## config.mk

```make
export PLATFORM = sky130hd
export DESIGN_NAME = bounded_set_store_with_algebra
export DESIGN_NICKNAME = d
export VERILOG_FILES = /design/src/rtl/bssa_pkg.sv /design/src/rtl/bssa_ram.sv /design/src/rtl/bounded_set_store_with_algebra.sv
export SDC_FILE = /design/constraint.sdc
export NUM_CORES = 2
export LEC_CHECK = 0
export BUFFER_PORTS_ARGS = -buffer_cell sky130_fd_sc_hd__buf_2
export CAP_MARGIN = 20
export CORE_ASPECT_RATIO = 0.7
export CORE_MARGIN = 5
export CORE_UTILIZATION = 40
export CTS_CLUSTER_SIZE = 12
export DETAILED_ROUTE_END_ITERATION = 10
export GPL_TIMING_DRIVEN = 1
export SLEW_MARGIN = 20
export SYNTH_ARGS = -nofsm -noshare
export SYNTH_HDL_FRONTEND = slang
export SYNTH_SLANG_ARGS = --single-unit
export TNS_END_PERCENT = 1
```

## constraint.sdc

```tcl
create_clock -name clk -period 4.15 [get_ports clk]
set_input_delay 0.6225 -clock clk [delete_from_list [all_inputs] [get_ports clk]]
set_output_delay 0.6225 -clock clk [all_outputs]
set_load 0.02 [all_outputs]
```

## src/rtl/bssa_pkg.sv

```systemverilog
// Shared codes and types for the bounded set store.
package bssa_pkg;

  localparam logic [2:0] ACT_INSERT = 3'd0;
  localparam logic [2:0] ACT_DELETE = 3'd1;
  localparam logic [2:0] ACT_UNION  = 3'd2;
  localparam logic [2:0] ACT_INTER  = 3'd3;
  localparam logic [2:0] ACT_DIFF   = 3'd4;

  localparam logic [1:0] STAT_DONE     = 2'd0;
  localparam logic [1:0] STAT_PRESENT  = 2'd1;
  localparam logic [1:0] STAT_FULL     = 2'd2;
  localparam logic [1:0] STAT_NOTFOUND = 2'd3;

  typedef enum logic [1:0] {
    MEM_A,
    MEM_B,
    MEM_S
  } mem_t;

  typedef enum logic [4:0] {
    S_IDLE,
    S_SRCH_RD,
    S_SRCH_CMP,
    S_INS_DONE,
    S_DEL_DONE,
    S_DEL_WR,
    S_RESP,
    S_CPY_RD,
    S_CPY_WR,
    S_OUTER_RD,
    S_OUTER_KEY,
    S_OUTER_DONE,
    S_DIF_DONE,
    S_DIF_WR,
    S_EMIT_RD,
    S_EMIT_OUT
  } state_t;

endpackage

```

## src/rtl/bssa_ram.sv

```systemverilog
// Single-write, single-read element store with registered read data.
module bssa_ram #(
  parameter int DEPTH = 16,
  parameter int AW    = 4
) (
  input  logic          clk,
  input  logic          wr_en,
  input  logic [AW-1:0] wr_addr,
  input  logic [31:0]   wr_data,
  input  logic          rd_en,
  input  logic [AW-1:0] rd_addr,
  output logic [31:0]   rd_data
);

  logic [31:0] mem [DEPTH];

  always_ff @(posedge clk) begin
    if (wr_en) begin
      mem[wr_addr] <= wr_data;
    end
  end

  // hold the last word read while no read is issued
  always_ff @(posedge clk) begin
    if (rd_en) begin
      rd_data <= mem[rd_addr];
    end
  end

endmodule

```

## src/rtl/bounded_set_store_with_algebra.sv

```systemverilog
// Top level of the bounded set store: two sets, a scratch set and a search sequencer.
//
//   channel   direction  handshake              fields
//   request   in         req_valid / req_stall  action, set_select, element_value
//   response  out        rsp_valid / rsp_stall  result_value, result_valid, last,
//                                               status, result_count
//
// A request is taken only while the sequencer is idle. Each stored entry looked at
// passes a read state, then a compare state, on the one shared comparator; delete
// and a non-full insert scan the chosen set, and the set algebra searches one set
// per element of the other, plus copy and output (difference also searches scratch).
// Reset (rst, synchronous) empties both sets; element memories are not cleared.
// A stalled response beat holds in the output register; the sequencer waits on it
// only when it has a new beat to present, so the next request may be taken meanwhile.
module bounded_set_store_with_algebra #(
  parameter int CAPACITY = 16
) (
  input  logic               clk,
  input  logic               rst,
  input  logic               req_valid,
  output logic               req_stall,
  input  logic [2:0]         action,
  input  logic               set_select,
  input  logic signed [31:0] element_value,
  output logic               rsp_valid,
  input  logic               rsp_stall,
  output logic signed [31:0] result_value,
  output logic               result_valid,
  output logic               last,
  output logic [1:0]         status,
  output logic [4:0]         result_count
);

  localparam int CW = $clog2(CAPACITY + 1);
  localparam int AW = (CAPACITY > 1) ? $clog2(CAPACITY) : 1;
  localparam logic [CW-1:0] CAP = CW'(CAPACITY);
  localparam logic [CW-1:0] ONE = CW'(1);

  bssa_pkg::state_t st, st_next, ret, ret_next;
  bssa_pkg::mem_t   srch_mem, srch_mem_next, rd_mem, rd_mem_next;
  bssa_pkg::mem_t   rd_sel, wr_sel, sel_mem;

  logic [2:0]    op, op_next;
  logic          sel, sel_next;
  logic [31:0]   key, key_next;
  logic [CW-1:0] i, i_next, j, j_next, pos, pos_next, srch_n, srch_n_next;
  logic [CW-1:0] cnt_a, cnt_a_next, cnt_b, cnt_b_next, sc, sc_next;
  logic [CW-1:0] cnt_sel, cnt_in, lim;
  logic          found, found_next;
  logic [1:0]    stat, stat_next;

  logic          rd_en, wr_en;
  logic [AW-1:0] rd_addr, wr_addr;
  logic [31:0]   wr_data, rd_data, a_q, b_q, s_q;

  logic          out_free, o_load, o_valid, o_last;
  logic [31:0]   o_value;
  logic [1:0]    o_status;
  logic [4:0]    o_count;

  bssa_ram #(.DEPTH(CAPACITY), .AW(AW)) u_ram_a (
    .clk(clk), .wr_en(wr_en && wr_sel == bssa_pkg::MEM_A), .wr_addr(wr_addr),
    .wr_data(wr_data), .rd_en(rd_en && rd_sel == bssa_pkg::MEM_A), .rd_addr(rd_addr),
    .rd_data(a_q)
  );

  bssa_ram #(.DEPTH(CAPACITY), .AW(AW)) u_ram_b (
    .clk(clk), .wr_en(wr_en && wr_sel == bssa_pkg::MEM_B), .wr_addr(wr_addr),
    .wr_data(wr_data), .rd_en(rd_en && rd_sel == bssa_pkg::MEM_B), .rd_addr(rd_addr),
    .rd_data(b_q)
  );

  bssa_ram #(.DEPTH(CAPACITY), .AW(AW)) u_ram_s (
    .clk(clk), .wr_en(wr_en && wr_sel == bssa_pkg::MEM_S), .wr_addr(wr_addr),
    .wr_data(wr_data), .rd_en(rd_en && rd_sel == bssa_pkg::MEM_S), .rd_addr(rd_addr),
    .rd_data(s_q)
  );

  // route the read data of whichever store was last read
  always_comb begin
    unique case (rd_mem)
      bssa_pkg::MEM_A: rd_data = a_q;
      bssa_pkg::MEM_B: rd_data = b_q;
      default:         rd_data = s_q;
    endcase
  end

  assign sel_mem   = sel ? bssa_pkg::MEM_B : bssa_pkg::MEM_A;
  assign cnt_sel   = sel ? cnt_b : cnt_a;
  assign cnt_in    = set_select ? cnt_b : cnt_a;
  assign lim       = (op == bssa_pkg::ACT_UNION) ? cnt_b : cnt_a;
  assign out_free  = !rsp_valid || !rsp_stall;
  assign req_stall = (st != bssa_pkg::S_IDLE);

  always_comb begin
    st_next       = st;
    ret_next      = ret;
    srch_mem_next = srch_mem;
    op_next       = op;
    sel_next      = sel;
    key_next      = key;
    i_next        = i;
    j_next        = j;
    pos_next      = pos;
    srch_n_next   = srch_n;
    cnt_a_next    = cnt_a;
    cnt_b_next    = cnt_b;
    sc_next       = sc;
    found_next    = found;
    stat_next     = stat;
    rd_en         = 1'b0;
    rd_sel        = bssa_pkg::MEM_A;
    rd_addr       = '0;
    wr_en         = 1'b0;
    wr_sel        = bssa_pkg::MEM_A;
    wr_addr       = '0;
    wr_data       = key;
    o_load        = 1'b0;
    o_value       = '0;
    o_valid       = 1'b0;
    o_last        = 1'b1;
    o_status      = bssa_pkg::STAT_DONE;
    o_count       = '0;

    unique case (st)
      bssa_pkg::S_IDLE: begin
        if (req_valid) begin
          op_next       = action;
          sel_next      = set_select;
          key_next      = element_value;
          i_next        = '0;
          j_next        = '0;
          sc_next       = '0;
          srch_mem_next = set_select ? bssa_pkg::MEM_B : bssa_pkg::MEM_A;
          srch_n_next   = cnt_in;
          if (action == bssa_pkg::ACT_INSERT) begin
            if (cnt_in >= CAP) begin
              stat_next = bssa_pkg::STAT_FULL;
              st_next   = bssa_pkg::S_RESP;
            end else begin
              ret_next = bssa_pkg::S_INS_DONE;
              st_next  = bssa_pkg::S_SRCH_RD;
            end
          end else if (action == bssa_pkg::ACT_DELETE) begin
            ret_next = bssa_pkg::S_DEL_DONE;
            st_next  = bssa_pkg::S_SRCH_RD;
          end else if (action == bssa_pkg::ACT_UNION || action == bssa_pkg::ACT_DIFF) begin
            st_next = bssa_pkg::S_CPY_RD;
          end else if (action == bssa_pkg::ACT_INTER) begin
            st_next = bssa_pkg::S_OUTER_RD;
          end
        end
      end
      bssa_pkg::S_SRCH_RD: begin
        if (j >= srch_n) begin
          found_next = 1'b0;
          st_next    = ret;
        end else begin
          rd_en   = 1'b1;
          rd_sel  = srch_mem;
          rd_addr = j[AW-1:0];
          st_next = bssa_pkg::S_SRCH_CMP;
        end
      end
      bssa_pkg::S_SRCH_CMP: begin
        if (rd_data == key) begin
          found_next = 1'b1;
          pos_next   = j;
          st_next    = ret;
        end else begin
          j_next  = j + ONE;
          st_next = bssa_pkg::S_SRCH_RD;
        end
      end
      bssa_pkg::S_INS_DONE: begin
        if (found) begin
          stat_next = bssa_pkg::STAT_PRESENT;
        end else begin
          wr_en   = 1'b1;
          wr_sel  = sel_mem;
          wr_addr = cnt_sel[AW-1:0];
          if (sel) cnt_b_next = cnt_b + ONE;
          else     cnt_a_next = cnt_a + ONE;
          stat_next = bssa_pkg::STAT_DONE;
        end
        st_next = bssa_pkg::S_RESP;
      end
      bssa_pkg::S_DEL_DONE: begin
        if (!found) begin
          stat_next = bssa_pkg::STAT_NOTFOUND;
          st_next   = bssa_pkg::S_RESP;
        end else begin
          rd_en   = 1'b1;
          rd_sel  = sel_mem;
          rd_addr = AW'(cnt_sel - ONE);
          st_next = bssa_pkg::S_DEL_WR;
        end
      end
      bssa_pkg::S_DEL_WR: begin
        // move the last entry into the freed slot
        wr_en   = 1'b1;
        wr_sel  = sel_mem;
        wr_addr = pos[AW-1:0];
        wr_data = rd_data;
        if (sel) cnt_b_next = cnt_b - ONE;
        else     cnt_a_next = cnt_a - ONE;
        stat_next = bssa_pkg::STAT_DONE;
        st_next   = bssa_pkg::S_RESP;
      end
      bssa_pkg::S_RESP: begin
        if (out_free) begin
          o_load   = 1'b1;
          o_status = stat;
          o_count  = 5'(cnt_sel);
          st_next  = bssa_pkg::S_IDLE;
        end
      end
      bssa_pkg::S_CPY_RD: begin
        if (i >= cnt_a) begin
          i_next  = '0;
          st_next = bssa_pkg::S_OUTER_RD;
        end else begin
          rd_en   = 1'b1;
          rd_sel  = bssa_pkg::MEM_A;
          rd_addr = i[AW-1:0];
          st_next = bssa_pkg::S_CPY_WR;
        end
      end
      bssa_pkg::S_CPY_WR: begin
        wr_en   = 1'b1;
        wr_sel  = bssa_pkg::MEM_S;
        wr_addr = i[AW-1:0];
        wr_data = rd_data;
        sc_next = sc + ONE;
        i_next  = i + ONE;
        st_next = bssa_pkg::S_CPY_RD;
      end
      bssa_pkg::S_OUTER_RD: begin
        if (i >= lim || (op == bssa_pkg::ACT_UNION && sc >= CAP)) begin
          i_next  = '0;
          st_next = bssa_pkg::S_EMIT_RD;
        end else begin
          rd_en   = 1'b1;
          rd_sel  = (op == bssa_pkg::ACT_UNION) ? bssa_pkg::MEM_B : bssa_pkg::MEM_A;
          rd_addr = i[AW-1:0];
          st_next = bssa_pkg::S_OUTER_KEY;
        end
      end
      bssa_pkg::S_OUTER_KEY: begin
        // union looks the B value up in A; the others look the A value up in B
        key_next = rd_data;
        j_next   = '0;
        ret_next = bssa_pkg::S_OUTER_DONE;
        if (op == bssa_pkg::ACT_UNION) begin
          srch_mem_next = bssa_pkg::MEM_A;
          srch_n_next   = cnt_a;
        end else begin
          srch_mem_next = bssa_pkg::MEM_B;
          srch_n_next   = cnt_b;
        end
        st_next = bssa_pkg::S_SRCH_RD;
      end
      bssa_pkg::S_OUTER_DONE: begin
        i_next  = i + ONE;
        st_next = bssa_pkg::S_OUTER_RD;
        if ((op == bssa_pkg::ACT_UNION && !found) || (op == bssa_pkg::ACT_INTER && found)) begin
          wr_en   = 1'b1;
          wr_sel  = bssa_pkg::MEM_S;
          wr_addr = sc[AW-1:0];
          sc_next = sc + ONE;
        end else if (op == bssa_pkg::ACT_DIFF && found) begin
          i_next        = i;
          j_next        = '0;
          srch_mem_next = bssa_pkg::MEM_S;
          srch_n_next   = sc;
          ret_next      = bssa_pkg::S_DIF_DONE;
          st_next       = bssa_pkg::S_SRCH_RD;
        end
      end
      bssa_pkg::S_DIF_DONE: begin
        if (found) begin
          rd_en   = 1'b1;
          rd_sel  = bssa_pkg::MEM_S;
          rd_addr = AW'(sc - ONE);
          st_next = bssa_pkg::S_DIF_WR;
        end else begin
          i_next  = i + ONE;
          st_next = bssa_pkg::S_OUTER_RD;
        end
      end
      bssa_pkg::S_DIF_WR: begin
        wr_en   = 1'b1;
        wr_sel  = bssa_pkg::MEM_S;
        wr_addr = pos[AW-1:0];
        wr_data = rd_data;
        sc_next = sc - ONE;
        i_next  = i + ONE;
        st_next = bssa_pkg::S_OUTER_RD;
      end
      bssa_pkg::S_EMIT_RD: begin
        if (sc == '0) begin
          // empty result: one beat marked invalid and last
          if (out_free) begin
            o_load  = 1'b1;
            st_next = bssa_pkg::S_IDLE;
          end
        end else begin
          rd_en   = 1'b1;
          rd_sel  = bssa_pkg::MEM_S;
          rd_addr = i[AW-1:0];
          st_next = bssa_pkg::S_EMIT_OUT;
        end
      end
      bssa_pkg::S_EMIT_OUT: begin
        if (out_free) begin
          o_load  = 1'b1;
          o_value = rd_data;
          o_valid = 1'b1;
          o_last  = ((i + ONE) == sc);
          o_count = 5'(sc);
          i_next  = i + ONE;
          st_next = ((i + ONE) == sc) ? bssa_pkg::S_IDLE : bssa_pkg::S_EMIT_RD;
        end
      end
      default: st_next = bssa_pkg::S_IDLE;
    endcase
  end

  always_ff @(posedge clk) begin
    if (rst) begin
      st <= bssa_pkg::S_IDLE;
    end else begin
      st <= st_next;
    end
  end

  assign rd_mem_next = rd_en ? rd_sel : rd_mem;

  always_ff @(posedge clk) begin
    if (rst) begin
      cnt_a <= '0;
      cnt_b <= '0;
      sc    <= '0;
    end else begin
      cnt_a <= cnt_a_next;
      cnt_b <= cnt_b_next;
      sc    <= sc_next;
    end
  end

  always_ff @(posedge clk) begin
    ret      <= ret_next;
    srch_mem <= srch_mem_next;
    rd_mem   <= rd_mem_next;
    op       <= op_next;
    sel      <= sel_next;
    key      <= key_next;
    i        <= i_next;
    j        <= j_next;
    pos      <= pos_next;
    srch_n   <= srch_n_next;
    found    <= found_next;
    stat     <= stat_next;
  end

  // output register: load a new beat, drop the old one once taken
  always_ff @(posedge clk) begin
    if (rst) begin
      rsp_valid <= 1'b0;
    end else if (o_load) begin
      rsp_valid <= 1'b1;
    end else if (!rsp_stall) begin
      rsp_valid <= 1'b0;
    end
  end

  always_ff @(posedge clk) begin
    if (o_load) begin
      result_value <= o_value;
      result_valid <= o_valid;
      last         <= o_last;
      status       <= o_status;
      result_count <= o_count;
    end
  end

  a_cnt_bound: assert property (@(posedge clk) disable iff (rst)
    cnt_a <= CAP && cnt_b <= CAP && sc <= CAP)
    else $error("set size beyond capacity");

  a_empty_last: assert property (@(posedge clk) disable iff (rst)
    rsp_valid && !result_valid |-> last)
    else $error("status beat not marked last");

  a_algebra_done: assert property (@(posedge clk) disable iff (rst)
    rsp_valid && result_valid |-> status == bssa_pkg::STAT_DONE)
    else $error("element beat with non-done status");

  a_load_free: assert property (@(posedge clk) disable iff (rst)
    o_load |-> out_free)
    else $error("output beat overwritten while stalled");

endmodule
```

==> results.md <==
- RSZ-0062 raised after global routing: yes
- Ys flop type: edfxtp_1
- Reg-to-Reg End: u_ram_b.rd_data[22]
- Max Cap Viol: 0
- Routed WL: 193.1 mm
- Share of cells above drive strength 1: 16.36%
- Worst slew margin: 24.82%
- Fin crit share: 98.57%
- Max Slew Vio Count: 0
- Busiest metal layer after global routing: met1
- CP endpoint: u_ram_b.rd_data[22]
- Total Power: 34.73 mW
- Met2 usage: 29.43%
- Critical path required time: 4.66 ns
- Power per cell area: 424.7 mW/mm2
- Vias in the first global route: 37370
- Post-synth ARST share: 0%
- Initial antenna violation count: 3
- Syn Nets: 4183
- Ports: 83
- Crit path launch: op[2]
- Total grt overflow: 0
- Number of vias per cell: 5.757
- Critical path's most frequent cell: buf_4
- Register area: 0.05261 mm2
- Number of fill cells: 14570
- Min cycle time layout: 4.090 ns
- R2R Setup Slk: 0.06 ns
- Yosys cell types: 71
- M3 GR Usage: 3.777%
- Hold crit path type: in2reg
- Sequential area share after synthesis: 75.42%
- DRT Pass-1 Iters: 6
- Site row count: 128
- Avg WL per Cell: 28.22 um
- H-Tree Depth: 4
- Synth warn: 0
- Worst slew pin tran: 1.096 ns
- Area added between synthesis and finish: 17.24%
- Post-Syn Area: 0.06976 mm2
- Multi-input logic area: 0.01665 mm2
- Seq cells post-synth: 1759
- Crit path largest cell delay: 0.51 ns
- Status: finished clean
- Initial core utilization: 40.18%
- Crit path max fanout: 14
- Buf/Inv on CP: 4
- Global-route wire length before repair: 274.8 mm
- Pleak: 31.50 nW
- Post-synth EDFFs: 1738
- Root Driver: clkbuf_16
- Worst-path clk slew: 0.06 ns
- Crit path arrival time: 4.60 ns
- Gp weighted congestion: 0.9043
- Die W: 509.1 um
- CTS tree: yes
- Final Setup Violations: 0
- Final hold violation count: 0
- HPWL reported at the end of detailed placement: 118.0 mm
- 1st-iter DRT viols: 5093
- Slowest-stage cell, CP: or4_1
- PortBufs: 82
- Skew-Pair Late Insertion Delay: 0.79 ns
- Longest Clk Path Bufs: 3
- Post-route DRC: 0
- R2R depth: 15
- Number of cells on the critical path: 15
- Fmax: 244.5 MHz
- Die Ht: 359.4 um
- M1 GR Usage: 32.50%
- Worst Setup Start Kind: flip-flop
- Largest net degree at the start of global routing: 101
- Worst R2R Start: op[2]
- Maximum vdd drop: 0.0003356 V
- Crit path capture type: flip-flop
- NumNets Final: 4522
- Commonest non-fill, non-tap cell in the layout: edfxtp_1
- CP cell instances: nor3b_4 -> buf_6 -> buf_4 -> nor2_1 -> a21oi_1 -> ha_1 -> a221o_1 -> buf_4 -> a211o_1 -> nand3_2 -> a221o_2 -> or2_4 -> buf_4 -> o22ai_1 -> or4_1
- Cts hold-fix bufs: 0
- TritonCTS Buffers: 168
- Post-layout util: 47.11%
- Gr usage total: 20.54%
- CTS Sinks: 1759
- Via count: 39390
- Post-Syn Area per Cell: 16.95 um2
- Cells after Synth: 4115
- Die Footprint: 0.1830 mm2
- Antenna viol nets, final: 0
- Worst Skew: 0.02770 ns
- WS Path Type: reg2reg
- Core ar.: 0.1736 mm2
- Top cell family by delay on the critical path: compound AO/OA/AOI/OAI gates
- Most frequent cells in the layout: edfxtp_1 (1738), mux2i_1 (802), o22ai_1 (387)
worst register-to-register path, delay by kind of cell (launching register included):
family / cells / cell delay [ns]
AND/OR/NAND/NOR: 5 / 1.13
adder cells (fa/ha/maj): 1 / 0.27
AO/OA/AOI/OAI: 5 / 1.22
buffers and inverters: 4 / 0.78
flip-flops: 1 / 0.43
routing by layer:
layer	part of all wire [%]	wire length (um)
met4	1.8	3444
met5	0	0
met1	47	89920
met2	43	82650
met3	8.8	17080
registers in the layout, summed over array words and instances, names as in the netlist, 32 cells and up:
name and count:
u_ram_a.mem 512, u_ram_b.mem 512, u_ram_s.mem 512, key 32, result_value 32, u_ram_a.rd_data 32, u_ram_b.rd_data 32, u_ram_s.rd_data 32
cells in the mapped netlist, types with 3 or more instances:
cell	n	area [um2]
nand3_1	17	85.08
a21o_1	10	75.07
a221o_1	3	30.03
and2_1	5	31.28
o31ai_1	3	22.52
xor2_1	14	122.6
nand4_1	21	131.4
xnor2_1	10	87.58
nand2b_1	6	37.54
clkbuf_1	105	394.1
or3_1	7	43.79
or4_1	97	728.2
edfxtp_1	1738	52190
mux2i_1	807	8078
o211ai_1	35	262.8
buf_4	18	135.1
a222oi_1	4	40.04
nor3_1	16	80.08
a211o_1	36	315.3
nor2b_1	41	256.5
a31oi_1	4	25.02
o21a_1	32	240.2
a22oi_1	3	22.52
ha_1	26	325.3
nand2_1	135	506.7
a221oi_1	6	52.55
inv_1	37	138.9
dfxtp_1	21	420.4
a21oi_1	43	215.2
buf_2	108	540.5
nor4_1	10	62.56
o22ai_1	389	2434
nor2_1	146	548.0
buf_6	8	90.09
a311oi_1	3	26.28
or2_2	19	118.9
a211oi_1	8	60.06
or2_1	4	25.02
o21ai_0	83	415.4
how the worst min path moves through the flow:
stage | from | to | slack, ns | cells past startpoint
floorplan | ret[2] | st[2] | 0.46 | 1
global placement | ret[2] | st[2] | 0.53 | 1
detailed placement | ret[2] | st[2] | 0.52 | 1
CTS | set_select | sel | 0.05 | 1
global route | set_select | sel | 0.08 | 1
finish | set_select | sel | 0.10 | 1
stage by stage:
| step | setup TNS, ns | instances | worst slack, ns | area [um2] | hold slack (ns) |
|---|---|---|---|---|---|
| final | 0 | 6842 | 0.05952 | 81780 | 0.1003 |
| after detailed placement | 0 | 6613 | 0.005139 | 76710 | 0.5203 |
| after CTS | -0.9170 | 6829 | -0.06387 | 81420 | 0.04777 |
| after floorplan | -0.7713 | 4115 | -0.01607 | 69760 | 0.4599 |
| after global placement | 0 | 6612 | 0.02749 | 76670 | 0.5277 |
| after global routing | -0.2809 | 6840 | -0.02502 | 81780 | 0.07592 |
power by group:
part / total (mW) / switching, mW / internal [mW]
Combinational: 1.09 / 0.731 / 0.362
Clock: 14.0 / 6.36 / 7.65
Sequential: 19.6 / 0.0422 / 19.6
Total: 34.7 / 7.13 / 27.6
final cells by class:
type / instances / share of cell area [%]
diodes: 2 / 0.006120
clock buffers: 195 / 5.381
flip-flops and latches: 1759 / 64.33
repair buffers: 409 / 5.789
clock inverters: 21 / 0.3886
well taps: 2340 / 3.580
inverters: 37 / 0.1698
multi-input cells: 2079 / 20.35
logic make-up (layout without fill, tap and decap cells):
| logic type | Yosys count | after routing | share of synthesized area, % |
|---|---|---|---|
| compound gates | 680 | 680 | 6.294 |
| xor+xnor | 24 | 24 | 0.3013 |
| fa+ha+maj | 29 | 29 | 0.5381 |
| buf+inv | 277 | 662 | 1.867 |
| flops | 1759 | 1759 | 75.42 |
| mux | 807 | 807 | 11.58 |
| other cells | 1 | 3 | 0.005376 |
| simple gates | 538 | 538 | 3.993 |
timing repair:
item / in CTS / in global routing
resized for setup: 0 / 22
endpoints found under the setup margin: 45 / 96
cloned: 0 / 4
setup buffers: 0 / 2
pin swaps: 0 / 3
Note: power is estimated with default switching activity, not from simulation.
